### config.mk
export PLATFORM = sky130hd
export DESIGN_NAME = k_permutation_enumerator
export DESIGN_NICKNAME = d
export VERILOG_FILES = /design/src/kpe_pkg.sv /design/src/kpe_dp.sv /design/src/kpe_ctrl.sv /design/src/k_permutation_enumerator.sv
export SDC_FILE = /design/constraint.sdc
export NUM_CORES = 1
export LEC_CHECK = 0
export BUFFER_PORTS_ARGS = -buffer_cell sky130_fd_sc_hd__buf_2
export CORE_AREA = 2 2 228 230
export DETAILED_ROUTE_END_ITERATION = 8
export DIE_AREA = 0 0 230 232
export GPL_TIMING_DRIVEN = 0
export PLACE_DENSITY = 0.77
export SKIP_LAST_GASP = 1
export SYNTH_ARGS = -nofsm -noshare
export SYNTH_HDL_FRONTEND = slang
export SYNTH_SLANG_ARGS = --single-unit
### constraint.sdc
create_clock -name clk -period 8.8 [get_ports clk]
set_input_delay 0.44 -clock clk [delete_from_list [all_inputs] [get_ports clk]]
set_output_delay 0.44 -clock clk [all_outputs]
set_load 0.01 [all_outputs]
### src/kpe_pkg.sv
// Shared types and constants for the k-permutation enumerator.
// No dependencies; every other file of the block imports this package.
package kpe_pkg;

  // Default sizes of the element store and of one selection.
  localparam int MAX_SET_DEF  = 16;
  localparam int MAX_PICK_DEF = 8;
  localparam int DATA_W       = 32;

  // Configuration register indexes.
  localparam int CFG_IDX_W = 2;
  localparam logic [CFG_IDX_W-1:0] REG_SET_SIZE   = 2'd0;
  localparam logic [CFG_IDX_W-1:0] REG_PICK_COUNT = 2'd1;
  localparam int CFG_DATA_W = 5;

  // Input word kinds.
  localparam logic [1:0] KIND_LOAD    = 2'd0;
  localparam logic [1:0] KIND_REQUEST = 2'd1;
  localparam logic [1:0] KIND_RESTART = 2'd2;

  typedef struct packed {
    logic [1:0]               kind;
    logic [3:0]               position;
    logic signed [DATA_W-1:0] value;
  } in_word_t;

  typedef struct packed {
    logic [2:0]               slot;
    logic signed [DATA_W-1:0] element;
    logic                     last;
    logic                     exhausted;
  } out_word_t;

  // Controller states.
  typedef enum logic [2:0] {
    S_IDLE, S_ORDER, S_CBEGIN, S_COMB, S_PINIT, S_PERM, S_READ, S_WRITE
  } ctrl_state_t;

  // Extra state for the exhausted answer is folded into a separate flag.
  typedef enum logic [3:0] {
    OP_NONE, OP_LOAD, OP_RESTART, OP_START, OP_FINISH, OP_ORD_BEGIN, OP_ORD_STEP,
    OP_COMB_BEGIN, OP_COMB_STEP, OP_PERM_BEGIN, OP_PERM_STEP, OP_EMIT_RD,
    OP_EMIT_WR, OP_EXH_WR
  } dp_op_t;

  typedef struct packed {
    dp_op_t op;
  } dp_cmd_t;

  typedef struct packed {
    logic started;
    logic finished;
    logic empty;
    logic k_small;
    logic ord_ok;
    logic comb_ok;
    logic idx_zero;
    logic perm_done;
    logic slot_last;
    logic out_free;
  } dp_status_t;

endpackage

### src/kpe_dp.sv
// Datapath of the k-permutation enumerator: store, level counters, output register.
// Depends on kpe_pkg; driven by kpe_ctrl through a command word.
module kpe_dp #(
  parameter int MAX_SET  = kpe_pkg::MAX_SET_DEF,
  parameter int MAX_PICK = kpe_pkg::MAX_PICK_DEF
) (
  input  logic                             clk,
  input  logic                             rst,
  input  kpe_pkg::in_word_t                in_data,
  input  logic                             cfg_valid,
  input  logic [kpe_pkg::CFG_IDX_W-1:0]    cfg_index,
  input  logic [kpe_pkg::CFG_DATA_W-1:0]   cfg_data,
  input  kpe_pkg::dp_cmd_t                 cmd,
  output kpe_pkg::dp_status_t              status,
  output logic                             out_valid,
  input  logic                             out_ready,
  output kpe_pkg::out_word_t               out_data
);
  import kpe_pkg::*;

  localparam int SW  = $clog2(MAX_SET);
  localparam int KW  = (MAX_PICK > 1) ? $clog2(MAX_PICK) : 1;
  localparam int NCW = $clog2(MAX_SET + 1);
  localparam int KCW = $clog2(MAX_PICK + 1);
  localparam int CW  = NCW + KW + 2;

  logic [4:0]        set_size;
  logic [3:0]        pick_count;
  logic              started;
  logic              finished;
  logic [SW-1:0]     chosen [MAX_PICK];
  logic [KW-1:0]     swapc  [MAX_PICK];
  logic [KW-1:0]     perm   [MAX_PICK];
  logic [KW-1:0]     idx;
  logic [KW-1:0]     slot_cnt;
  logic [DATA_W-1:0] store  [MAX_SET];
  logic [DATA_W-1:0] rdata;
  out_word_t         out_reg;

  logic [NCW-1:0] n_eff;
  logic [KCW-1:0] k_eff;
  logic [KW-1:0]  partner;
  logic [SW-1:0]  rd_addr;
  logic           out_free;

  // Effective sizes, clamped to the built store and selection depth.
  always_comb begin
    n_eff = (int'(set_size) > MAX_SET) ? NCW'(MAX_SET) : NCW'(set_size);
    k_eff = (int'(pick_count) > MAX_PICK) ? KCW'(MAX_PICK) : KCW'(pick_count);
  end

  assign partner  = swapc[idx];
  assign rd_addr  = chosen[perm[slot_cnt]];
  assign out_free = !out_valid || out_ready;

  // Status toward the controller.
  always_comb begin
    status.started   = started;
    status.finished  = finished;
    status.empty     = (k_eff == '0) || (int'(k_eff) > int'(n_eff));
    status.k_small   = int'(k_eff) < 2;
    status.ord_ok    = int'(swapc[idx]) < int'(k_eff) - 1;
    status.comb_ok   = (CW'(chosen[idx]) + CW'(k_eff)) < (CW'(n_eff) + CW'(idx));
    status.idx_zero  = (idx == '0);
    status.perm_done = int'(idx) + 1 >= int'(k_eff);
    status.slot_last = int'(slot_cnt) + 1 == int'(k_eff);
    status.out_free  = out_free;
  end

  // Element store with registered read.
  always_ff @(posedge clk) begin
    if (cmd.op == OP_LOAD && int'(in_data.position) < MAX_SET) begin
      store[SW'(in_data.position)] <= in_data.value;
    end
    if (cmd.op == OP_EMIT_RD) begin
      rdata <= store[rd_addr];
    end
  end

  // Enumeration state, configuration and output register.
  always_ff @(posedge clk) begin
    if (rst) begin
      set_size   <= 5'd4;
      pick_count <= 4'd3;
      started    <= 1'b0;
      finished   <= 1'b0;
      out_valid  <= 1'b0;
      idx        <= '0;
      slot_cnt   <= '0;
      for (int j = 0; j < MAX_PICK; j++) begin
        chosen[j] <= '0;
        swapc[j]  <= '0;
      end
    end else begin
      // A word leaving clears the register unless a new word is written in the same cycle.
      if (out_valid && out_ready && cmd.op != OP_EMIT_WR && cmd.op != OP_EXH_WR) begin
        out_valid <= 1'b0;
      end
      if (cfg_valid && (cfg_index == REG_SET_SIZE || cfg_index == REG_PICK_COUNT)) begin
        if (cfg_index == REG_SET_SIZE) begin
          set_size <= cfg_data;
        end else begin
          pick_count <= cfg_data[3:0];
        end
        started  <= 1'b0;
        finished <= 1'b0;
        for (int j = 0; j < MAX_PICK; j++) begin
          chosen[j] <= '0;
          swapc[j]  <= '0;
        end
      end
      case (cmd.op)
        OP_RESTART: begin
          started  <= 1'b0;
          finished <= 1'b0;
          for (int j = 0; j < MAX_PICK; j++) begin
            chosen[j] <= '0;
            swapc[j]  <= '0;
          end
        end
        OP_START: begin
          started <= 1'b1;
          for (int j = 0; j < MAX_PICK; j++) begin
            chosen[j] <= SW'(j);
            swapc[j]  <= KW'(j);
          end
        end
        OP_FINISH: finished <= 1'b1;
        OP_ORD_BEGIN: idx <= KW'(int'(k_eff) - 2);
        OP_ORD_STEP: begin
          // One level of the swap counters per cycle, deepest first.
          if (status.ord_ok) begin
            swapc[idx] <= swapc[idx] + 1'b1;
          end else begin
            swapc[idx] <= idx;
            if (idx != '0) idx <= idx - 1'b1;
          end
        end
        OP_COMB_BEGIN: idx <= KW'(int'(k_eff) - 1);
        OP_COMB_STEP: begin
          // Scan positions from the right for one that can still advance.
          if (status.comb_ok) begin
            for (int j = 0; j < MAX_PICK; j++) begin
              if (j >= int'(idx)) begin
                chosen[j] <= SW'(int'(chosen[idx]) + 1 + j - int'(idx));
              end
              swapc[j] <= KW'(j);
            end
          end else if (idx == '0) begin
            finished <= 1'b1;
          end else begin
            idx <= idx - 1'b1;
          end
        end
        OP_PERM_BEGIN: begin
          idx      <= '0;
          slot_cnt <= '0;
          for (int j = 0; j < MAX_PICK; j++) begin
            perm[j] <= KW'(j);
          end
        end
        OP_PERM_STEP: begin
          // A level whose partner is itself leaves the order as it is.
          if (partner != idx) begin
            perm[idx]     <= perm[partner];
            perm[partner] <= perm[idx];
          end
          idx <= idx + 1'b1;
        end
        OP_EMIT_WR: begin
          out_reg.slot      <= 3'(slot_cnt);
          out_reg.element   <= rdata;
          out_reg.last      <= status.slot_last;
          out_reg.exhausted <= 1'b0;
          out_valid         <= 1'b1;
          slot_cnt          <= slot_cnt + 1'b1;
        end
        OP_EXH_WR: begin
          out_reg.slot      <= 3'd0;
          out_reg.element   <= '0;
          out_reg.last      <= 1'b1;
          out_reg.exhausted <= 1'b1;
          out_valid         <= 1'b1;
        end
        default: ;
      endcase
    end
  end

  assign out_data = out_reg;

  // An exhausted answer always stands alone with a zero element.
  a_exh_form: assert property (@(posedge clk) disable iff (rst)
    out_valid && out_reg.exhausted |-> out_reg.last && out_reg.element == '0)
    else $error("exhausted word malformed");

  // The controller only writes the output register when it is free.
  a_wr_free: assert property (@(posedge clk) disable iff (rst)
    cmd.op == OP_EMIT_WR || cmd.op == OP_EXH_WR |-> out_free)
    else $error("output register overwritten");

  // A swap partner never lies left of its level.
  a_swap_order: assert property (@(posedge clk) disable iff (rst)
    cmd.op == OP_PERM_STEP |-> partner >= idx)
    else $error("swap counter below its level");

endmodule

### src/kpe_ctrl.sv
// Controller state machine of the k-permutation enumerator.
// Depends on kpe_pkg; sequences kpe_dp through command and status words.
module kpe_ctrl (
  input  logic                clk,
  input  logic                rst,
  input  logic                in_valid,
  output logic                in_ready,
  input  logic [1:0]          in_kind,
  input  kpe_pkg::dp_status_t status,
  output kpe_pkg::dp_cmd_t    cmd
);
  import kpe_pkg::*;

  ctrl_state_t state, state_next;
  logic        exh, exh_next;

  // State register; exh marks a pending exhausted answer in the write state.
  always_ff @(posedge clk) begin
    if (rst) begin
      state <= S_IDLE;
      exh   <= 1'b0;
    end else begin
      state <= state_next;
      exh   <= exh_next;
    end
  end

  // Next state.
  always_comb begin
    state_next = state;
    exh_next   = exh;
    unique case (state)
      S_IDLE: begin
        if (in_valid && in_kind == KIND_REQUEST) begin
          if (status.finished || (!status.started && status.empty)) begin
            state_next = S_WRITE;
            exh_next   = 1'b1;
          end else if (!status.started) begin
            state_next = S_PINIT;
          end else if (status.k_small) begin
            state_next = S_CBEGIN;
          end else begin
            state_next = S_ORDER;
          end
        end
      end
      S_ORDER: begin
        if (status.ord_ok) state_next = S_PINIT;
        else if (status.idx_zero) state_next = S_CBEGIN;
      end
      S_CBEGIN: state_next = S_COMB;
      S_COMB: begin
        if (status.comb_ok) begin
          state_next = S_PINIT;
        end else if (status.idx_zero) begin
          state_next = S_WRITE;
          exh_next   = 1'b1;
        end
      end
      S_PINIT: state_next = S_PERM;
      S_PERM: begin
        if (status.perm_done) state_next = S_WRITE;
      end
      S_READ: state_next = S_WRITE;
      S_WRITE: begin
        if (status.out_free) begin
          if (exh || status.slot_last) begin
            state_next = S_IDLE;
            exh_next   = 1'b0;
          end else begin
            state_next = S_READ;
          end
        end
      end
      default: state_next = S_IDLE;
    endcase
  end

  // Outputs: one datapath command per cycle.
  always_comb begin
    in_ready = (state == S_IDLE);
    cmd.op   = OP_NONE;
    unique case (state)
      S_IDLE: begin
        if (in_valid) begin
          if (in_kind == KIND_LOAD) begin
            cmd.op = OP_LOAD;
          end else if (in_kind == KIND_RESTART) begin
            cmd.op = OP_RESTART;
          end else if (in_kind == KIND_REQUEST && !status.finished) begin
            if (!status.started) cmd.op = status.empty ? OP_FINISH : OP_START;
            else if (status.k_small) cmd.op = OP_NONE;
            else cmd.op = OP_ORD_BEGIN;
          end
        end
      end
      S_ORDER:  cmd.op = OP_ORD_STEP;
      S_CBEGIN: cmd.op = OP_COMB_BEGIN;
      S_COMB:   cmd.op = OP_COMB_STEP;
      S_PINIT:  cmd.op = OP_PERM_BEGIN;
      S_PERM:   cmd.op = status.perm_done ? OP_EMIT_RD : OP_PERM_STEP;
      S_READ:   cmd.op = OP_EMIT_RD;
      S_WRITE: begin
        if (status.out_free) cmd.op = exh ? OP_EXH_WR : OP_EMIT_WR;
      end
      default: cmd.op = OP_NONE;
    endcase
  end

endmodule

### src/k_permutation_enumerator.sv
// A request steps the swap-counter levels (S_ORDER, one per cycle) or, once they are spent, the
// combination positions (S_CBEGIN, S_COMB), then applies the k-1 swaps (S_PINIT, S_PERM).
// Input words are taken only in S_IDLE, so a request completes before the next word is taken.
// The store has one read port; each selection word is read, then written out in S_WRITE.
// Synchronous active-high reset: set_size 4, pick_count 3, enumeration restarted, store undefined.
// Top level of the k-permutation enumerator; depends on kpe_pkg, kpe_ctrl and kpe_dp.
module k_permutation_enumerator #(
  parameter int MAX_SET  = kpe_pkg::MAX_SET_DEF,
  parameter int MAX_PICK = kpe_pkg::MAX_PICK_DEF
) (
  input  logic                           clk,
  input  logic                           rst,
  input  logic                           in_valid,
  output logic                           in_ready,
  input  kpe_pkg::in_word_t              in_data,
  output logic                           out_valid,
  input  logic                           out_ready,
  output kpe_pkg::out_word_t             out_data,
  input  logic                           cfg_valid,
  output logic                           cfg_ready,
  input  logic [kpe_pkg::CFG_IDX_W-1:0]  cfg_index,
  input  logic [kpe_pkg::CFG_DATA_W-1:0] cfg_data
);
  import kpe_pkg::*;

  dp_cmd_t    cmd;
  dp_status_t status;

  // Register writes are taken while the controller is idle and no input word is offered.
  assign cfg_ready = in_ready && !in_valid;

  kpe_ctrl u_ctrl (
    .clk      (clk),
    .rst      (rst),
    .in_valid (in_valid),
    .in_ready (in_ready),
    .in_kind  (in_data.kind),
    .status   (status),
    .cmd      (cmd)
  );

  kpe_dp #(
    .MAX_SET  (MAX_SET),
    .MAX_PICK (MAX_PICK)
  ) u_dp (
    .clk       (clk),
    .rst       (rst),
    .in_data   (in_data),
    .cfg_valid (cfg_valid && cfg_ready),
    .cfg_index (cfg_index),
    .cfg_data  (cfg_data),
    .cmd       (cmd),
    .status    (status),
    .out_valid (out_valid),
    .out_ready (out_ready),
    .out_data  (out_data)
  );

endmodule

# [Yosys cells after proc, flatten, opt, wreduce, memory -nomap -nowiden]
# Memory sizes are Yosys's and may differ from the RTL's. A register that Yosys moved wholly into a read port is not among the register bits.
# Index checks and enable logic that the tools add are counted.
# W data, S select, Z words.
[word_totals] regBits=59 latch_bits=0 ram_bits=592 rom_bits=0 inputBits=50 output_inout_bits=40 wordCells=400 n_memories=4
[memory_table] memory="u_dp.store" depth=16 width=32 rd=1 rd_ports_with_merged_regs=1 wr=1 line_no="kpe_dp.sv:36" source="logic [DATA_W-1:0] store [MAX_SET];"
[memory_table] memory="u_dp.chosen" depth=8 width=4 rd=2 rd_ports_with_merged_regs=1 wr=8 line_no="kpe_dp.sv:31" source="logic [SW-1:0] chosen [MAX_PICK];"
[memory_table] memory="u_dp.perm" depth=8 width=3 rd=3 rd_ports_with_merged_regs=2 wr=8 line_no="kpe_dp.sv:33" source="logic [KW-1:0] perm [MAX_PICK];"
[memory_table] memory="u_dp.swapc" depth=8 width=3 rd=1 rd_ports_with_merged_regs=1 wr=8 line_no="kpe_dp.sv:32" source="logic [KW-1:0] swapc [MAX_PICK];"
[op_classes] addsub=26 multipliers=0 n_div=0 order_cmp=14 n_eq_ne=40 shifts=0 n_mux=196 bitwise=67 n_reduce_logical=40
[op_table] cell="$mux W3" n=63
[op_table] cell="$mux W4" n=39
[op_table] cell="$mux W1" n=84
[op_table] cell="$pmux W37 S2" n=1
[op_table] cell="$or A1 B1 Y1" n=65
[op_table] cell="$lt A4 B32 Y1" n=1
[op_table] cell="$pmux W4 S8" n=1
[op_table] cell="$sub A4 B4 Y4" n=8
[op_table] cell="$eq A4 B4 Y1 const B" n=6
[op_table] cell="$pmux W3 S8" n=1
[op_table] cell="$pmux W3 S6" n=1
[op_table] cell="$add A4 B4 Y4 const B" n=4
[op_table] cell="$eq A4 B3 Y1 const B" n=4
[op_table] cell="$eq A3 B3 Y1 const B" n=4
[op_table] cell="$ne A2 B1 Y1 const B" n=6
[op_table] cell="$lt A10 B10 Y1" n=1
[op_table] cell="$ne A2 B2 Y1 const B" n=5
[op_table] cell="$reduce_and A5 Y1" n=2
[op_table] cell="$add A3 B1 Y3 const B" n=3
[op_table] cell="$ge A3 B3 Y1 const A" n=3
[op_table] cell="$logic_and A1 B1 Y1" n=9
[op_table] cell="$reduce_bool A3 Y1" n=3
[op_table] cell="$reduce_or A3 Y1" n=3
[op_table] cell="$add A3 B1 Y4 const B" n=2
[op_table] cell="41 further kinds" n=64

# [Logic depth before layout (Yosys ltp)]
[depth] depth_word=19 mapped_depth=16

# [Hierarchy]
# From an unflattened synthesis, not the netlist that was laid out.
[unflattened] hier_cells=2026 hier_area_um2=30399.2
[by_module_without_submodules] module="kpe_dp" instances=1 cells_each=1953 area_per_inst_um2=29853.6 seq_area_each_um2=20329.5
[by_module_without_submodules] module="kpe_ctrl" instances=1 cells_each=71 area_per_inst_um2=530.5 seq_area_each_um2=80.1
[by_module_without_submodules] module="k_permutation_enumerator" instances=1 cells_each=2 area_per_inst_um2=15.0 seq_area_each_um2=0.0

# [Least setup slack after synthesis]
# No wires, ideal clock.
[synth_timing] kind="register to register" startpoint="register u_dp.idx[1]" endpoint="memory u_dp.store[0][0] (enable)" t_arrival_ps=5496 path_slack_ps=2842 stages_incl_launch_ff=14 n_path_buf=2 synth_period_minus_slack_ps=5958 path_cell_list="dfxtp_1 > clkbuf_1 > inv_1 > ha_1 > ha_1 > a21o_1 > a21o_1 > a21o_1 > a211oi_1 > or3_1 > clkbuf_1 > nor3_2 > or3b_2 > nor3_1"
[synth_via] elab_chain_len=7
[synth_rtl] item="from (decl)" line_no="kpe_dp.sv:34" source="logic [KW-1:0] idx;"
[synth_rtl] item="from (signal assigned)" line_no="kpe_dp.sv:129" source="OP_ORD_BEGIN: idx <= KW'(int'(k_eff) - 2);"
[synth_rtl] item="from (signal assigned)" line_no="kpe_dp.sv:136" source="if (idx != '0) idx <= idx - 1'b1;"
[synth_rtl] item="from (signal assigned)" line_no="kpe_dp.sv:139" source="OP_COMB_BEGIN: idx <= KW'(int'(k_eff) - 1);"
[synth_rtl] item="$add A3 B1 Y4" line_no="kpe_dp.sv:65" source="status.perm_done = int'(idx) + 1 >= int'(k_eff);"
[synth_rtl] item="$ge A4 B4 Y1" line_no="kpe_dp.sv:65"
[synth_rtl] item="$mux W1" line_no="kpe_ctrl.sv:101" source="S_PERM: cmd.op = status.perm_done ? OP_EMIT_RD : OP_PERM_STEP;"
[synth_rtl] item="$pmux W4 S8" line_no="kpe_ctrl.sv:83" source="unique case (state)"
[synth_rtl] item="$eq A4 B1 Y1" line_no="kpe_dp.sv:72" source="if (cmd.op == OP_LOAD && int'(in_data.position) < MAX_SET) begin"
[synth_rtl] item="$mux W1" line_no="kpe_dp.sv:72"
[synth_rtl] item="$mux W1 (implied by the code)" line_no="kpe_dp.sv:73" source="store[SW'(in_data.position)] <= in_data.value;"
[synth_rtl] item="to (decl)" line_no="kpe_dp.sv:36"
# No other way between the ends.

# [Worst setup path after layout]
[layout_timing] startpoint="register u_dp.idx[1]" endpoint="memory u_dp.store[0][8] (enable)"
# The elaborated chain is that of the path after synthesis.

==> flow_summary_export.csv <==
group,metric,value,unit
detailed_routing,ant_nets,0,
timing,setup_viol,0,
critical_path,crit_path_start_kind,"register",
detailed_routing,drtIter0Drc,2270,
timing,rsz0062_at_grt,"no",
detailed_routing,wire_per_inst,25.9,um
global_routing,grt_use_total,29.8,%
global_routing,first_global_vias,19500,
yosys,synth_top_area_share,63.5,%
global_routing,grt_pass1_wl,118000,um
critical_path,crit_type,"register to register",
clock_network,cts_tree,"yes",
yosys,synth_edf_count,641,
placement,dp_hpwl,53300,um
clock_network,cts_num_sinks,689,
detailed_routing,drc,0,
flow_run,max_cap_viol_count,0,
placement,place_ws,3.14,ns
yosys,synth_area_leaders,"edfxtp_1, mux2i_1, dfxtp_1",
clock_network,clk_latency,0.63,ns
yosys,ys_seq_area_share,66.7,%
detailed_routing,vias_per_cell,6.36,
pwr,p_leak,12.4,nW
pwr,power_density,291,nW/um^2
outcome,status,"completed",
detailed_routing,vias,19400,
clock_network,numCtsBuffers,71,
placement,gp_congestion,0.929,
global_routing,use_met1,38.2,%
floorplan,die_h,232,um
global_routing,use_met2,50.7,%
final_layout,nets,2417,
pwr,ir_drop,0.182,mV
timing,tightest_slew,1.24,ns
yosys,yosysMostFrequentCell,"edfxtp_1",
detailed_routing,drtPass1Iterations,6,
yosys,yosys_register_bits,689,
final_layout,layout-drive-gt1-share,16.5,%
clock_network,post-cts-setup-buffers,0,
critical_path,required,9.12,ns
timing,setup_tns,0,ns
yosys,syn_avg_cell_area,14.3,sq um
global_routing,use_met3,5.10,%
timing,post-route-period-util,65.6,%
timing,max_slew_margin,15.0,%
clock_network,h-tree-depth,3,
yosys,synthFlopType,"edfxtp_1",
clock_network,ctsHoldBuffers,0,
yosys,async_reset_ff_share,0,%
floorplan,core_area,50900,sq um
global_routing,grt_max_degree,24,
critical_path,crit_arrival,6.09,ns
yosys,syn-num-nets,2228,
yosys,synth_top_area_cell,"edfxtp_1",
yosys,ys_warn_count,0,
yosys,synth_cells,2122,
timing,slew_violations,0,
timing,max_freq,0.173,GHz
clock_network,cts_resized,0,
floorplan,std_cell_rows,83,
timing,fin_skew,0.0310,ns
floorplan,initial_core_util,59.5,%
final_layout,syn_to_final_growth,13.9,%
floorplan,io_pins,90,
critical_path,regToRegSetupSlack,3.03,ns
floorplan,die_x,230,um
global_routing,grt_antenna_before_repair,4,
timing,period_minus_slack,5.77,ns
global_routing,grt-ovfl-total,0,
yosys,yosys-top-cells-count,"edfxtp_1, nand2_1, mux2i_1, nor2_1, a21oi_1",
yosys,netlist_area,30300,sq um
critical_path,end_kind,"register",
detailed_routing,drt_wl_total,79000,um
floorplan,die_area,53400,sq um
clock_network,clockRootBuffer,"clkbuf_16",
placement,numPortBuffers,88,
hold_path,min_path_type,"primary input to register",
clock_network,cts_buffer_depth,3,
timing,hold_viol,0,
clock_network,path_clk_slew,0.06,ns
critical_path,cp_max_fo,10,
global_routing,busiest_layer,"met2",
timing,fin_ws,3.03,ns
yosys,ys_types,67,
[where the power goes]
| group | internal [mW] | total, mW | switching [mW] |
|---|---|---|---|
| logic | 1.10 | 3.13 | 2.03 |
| clock network | 1.75 | 2.99 | 1.24 |
| registers | 3.83 | 3.92 | 0.0901 |
[final cells by class]
type	count	area [sq um]
Antenna cell	2	5.00
Buffer	116	589
Clock buffer	94	1960
Clock inverter	34	342
Fill cell	3482	16400
Inverter	37	139
Multi-Input combinational cell	1280	9470
Sequential cell	689	20200
Tap cell	680	851
Timing Repair Buffer	116	940
[metal layers]
metal,vias to the layer above,wire (um),share of wire [%]
met5,-,34,0.043
met4,6,3000,3.8
met1,9628,30000,38
met3,197,6410,8.1
met2,1022,39600,50
li1,8521,-,-
[path summary, 6_finish.rpt]
kind,from,end,cells past startpoint
hold / removal,cfg_data[2],u_dp.set_size[2]$_SDFFE_PP1P_,2
hold reg to reg,u_dp.chosen[6][0]$_SDFFE_PP0P_,u_dp.chosen[6][0]$_SDFFE_PP0P_,2
setup / recovery,u_dp.idx[1]$_SDFFE_PP0N_,u_dp.store[0][8]$_DFFE_PP_,15
setup reg to reg,u_dp.idx[1]$_SDFFE_PP0N_,u_dp.store[0][8]$_DFFE_PP_,15
[state kept, by name (all words and copies together) (netlist names), 3 cells and up, named ones only]
register	flops
u_dp.store	512
u_dp.out_data	37
u_dp.chosen	32
u_dp.rdata	32
u_dp.perm	24
u_dp.swapc	24
u_dp.set_size	5
u_dp.pick_count	4
u_ctrl.state	3
u_dp.idx	3
u_dp.slot_cnt	3
[worst max-delay path, cell delays in order (launching register included)]
cell      delay [ns]
dfxtp_1         0.62
clkbuf_1        0.37
inv_1           0.33
ha_1            0.44
ha_1            0.30
a21o_1          0.10
a21o_1          0.11
a21o_1          0.19
a211oi_1        0.14
or3_1           0.39
clkbuf_1        0.23
nor3_2          0.38
or3b_2          0.61
nor3_2          0.79
buf_6           0.27
buf_6           0.19
[layout by cell type (no fill, tap or decap), drive strengths merged, types with 44 or more instances in the layout]
master,instances
edfxtp,641
nand2,173
buf,172
mux2i,160
clkbuf,154
nor2,111
a21oi,108
o21ai,104
mux2,79
a211oi,77
nor2b,72
dfxtp,48
o22ai,45
ha,44
[cells by family after synthesis]
| group | after synthesis | synth area share [%] |
|---|---|---|
| buffers and inverters | 153 | 2.40 |
| and+or+nand+nor | 482 | 7.55 |
| DFF | 689 | 66.7 |
| muxes | 267 | 10.4 |
| AOI/OAI and AO/OA | 447 | 9.53 |
| xor gates and xnor gates | 28 | 0.810 |
| adders and majority gates | 56 | 2.61 |
[through the flow]
stage / std cells / util, % / total power [mW] / hold WS [ns] / area, sq um
4_1_cts: 3045 / 67.8 / 10.0 / 0.0337 / 34500
5_1_grt: 3047 / 67.8 / 10.4 / 0.0617 / 34500
3_5_place_dp: 2917 / 63.3 / 7.04 / 0.473 / 32200
2_1_floorplan: 2122 / - / 6.02 / 0.439 / 30300
3_3_place_gp: 2890 / 62.1 / 6.94 / 0.458 / 31600
6_report: 3048 / 67.8 / 10.1 / 0.0583 / 34500
Power figures use the tool's default switching activity.
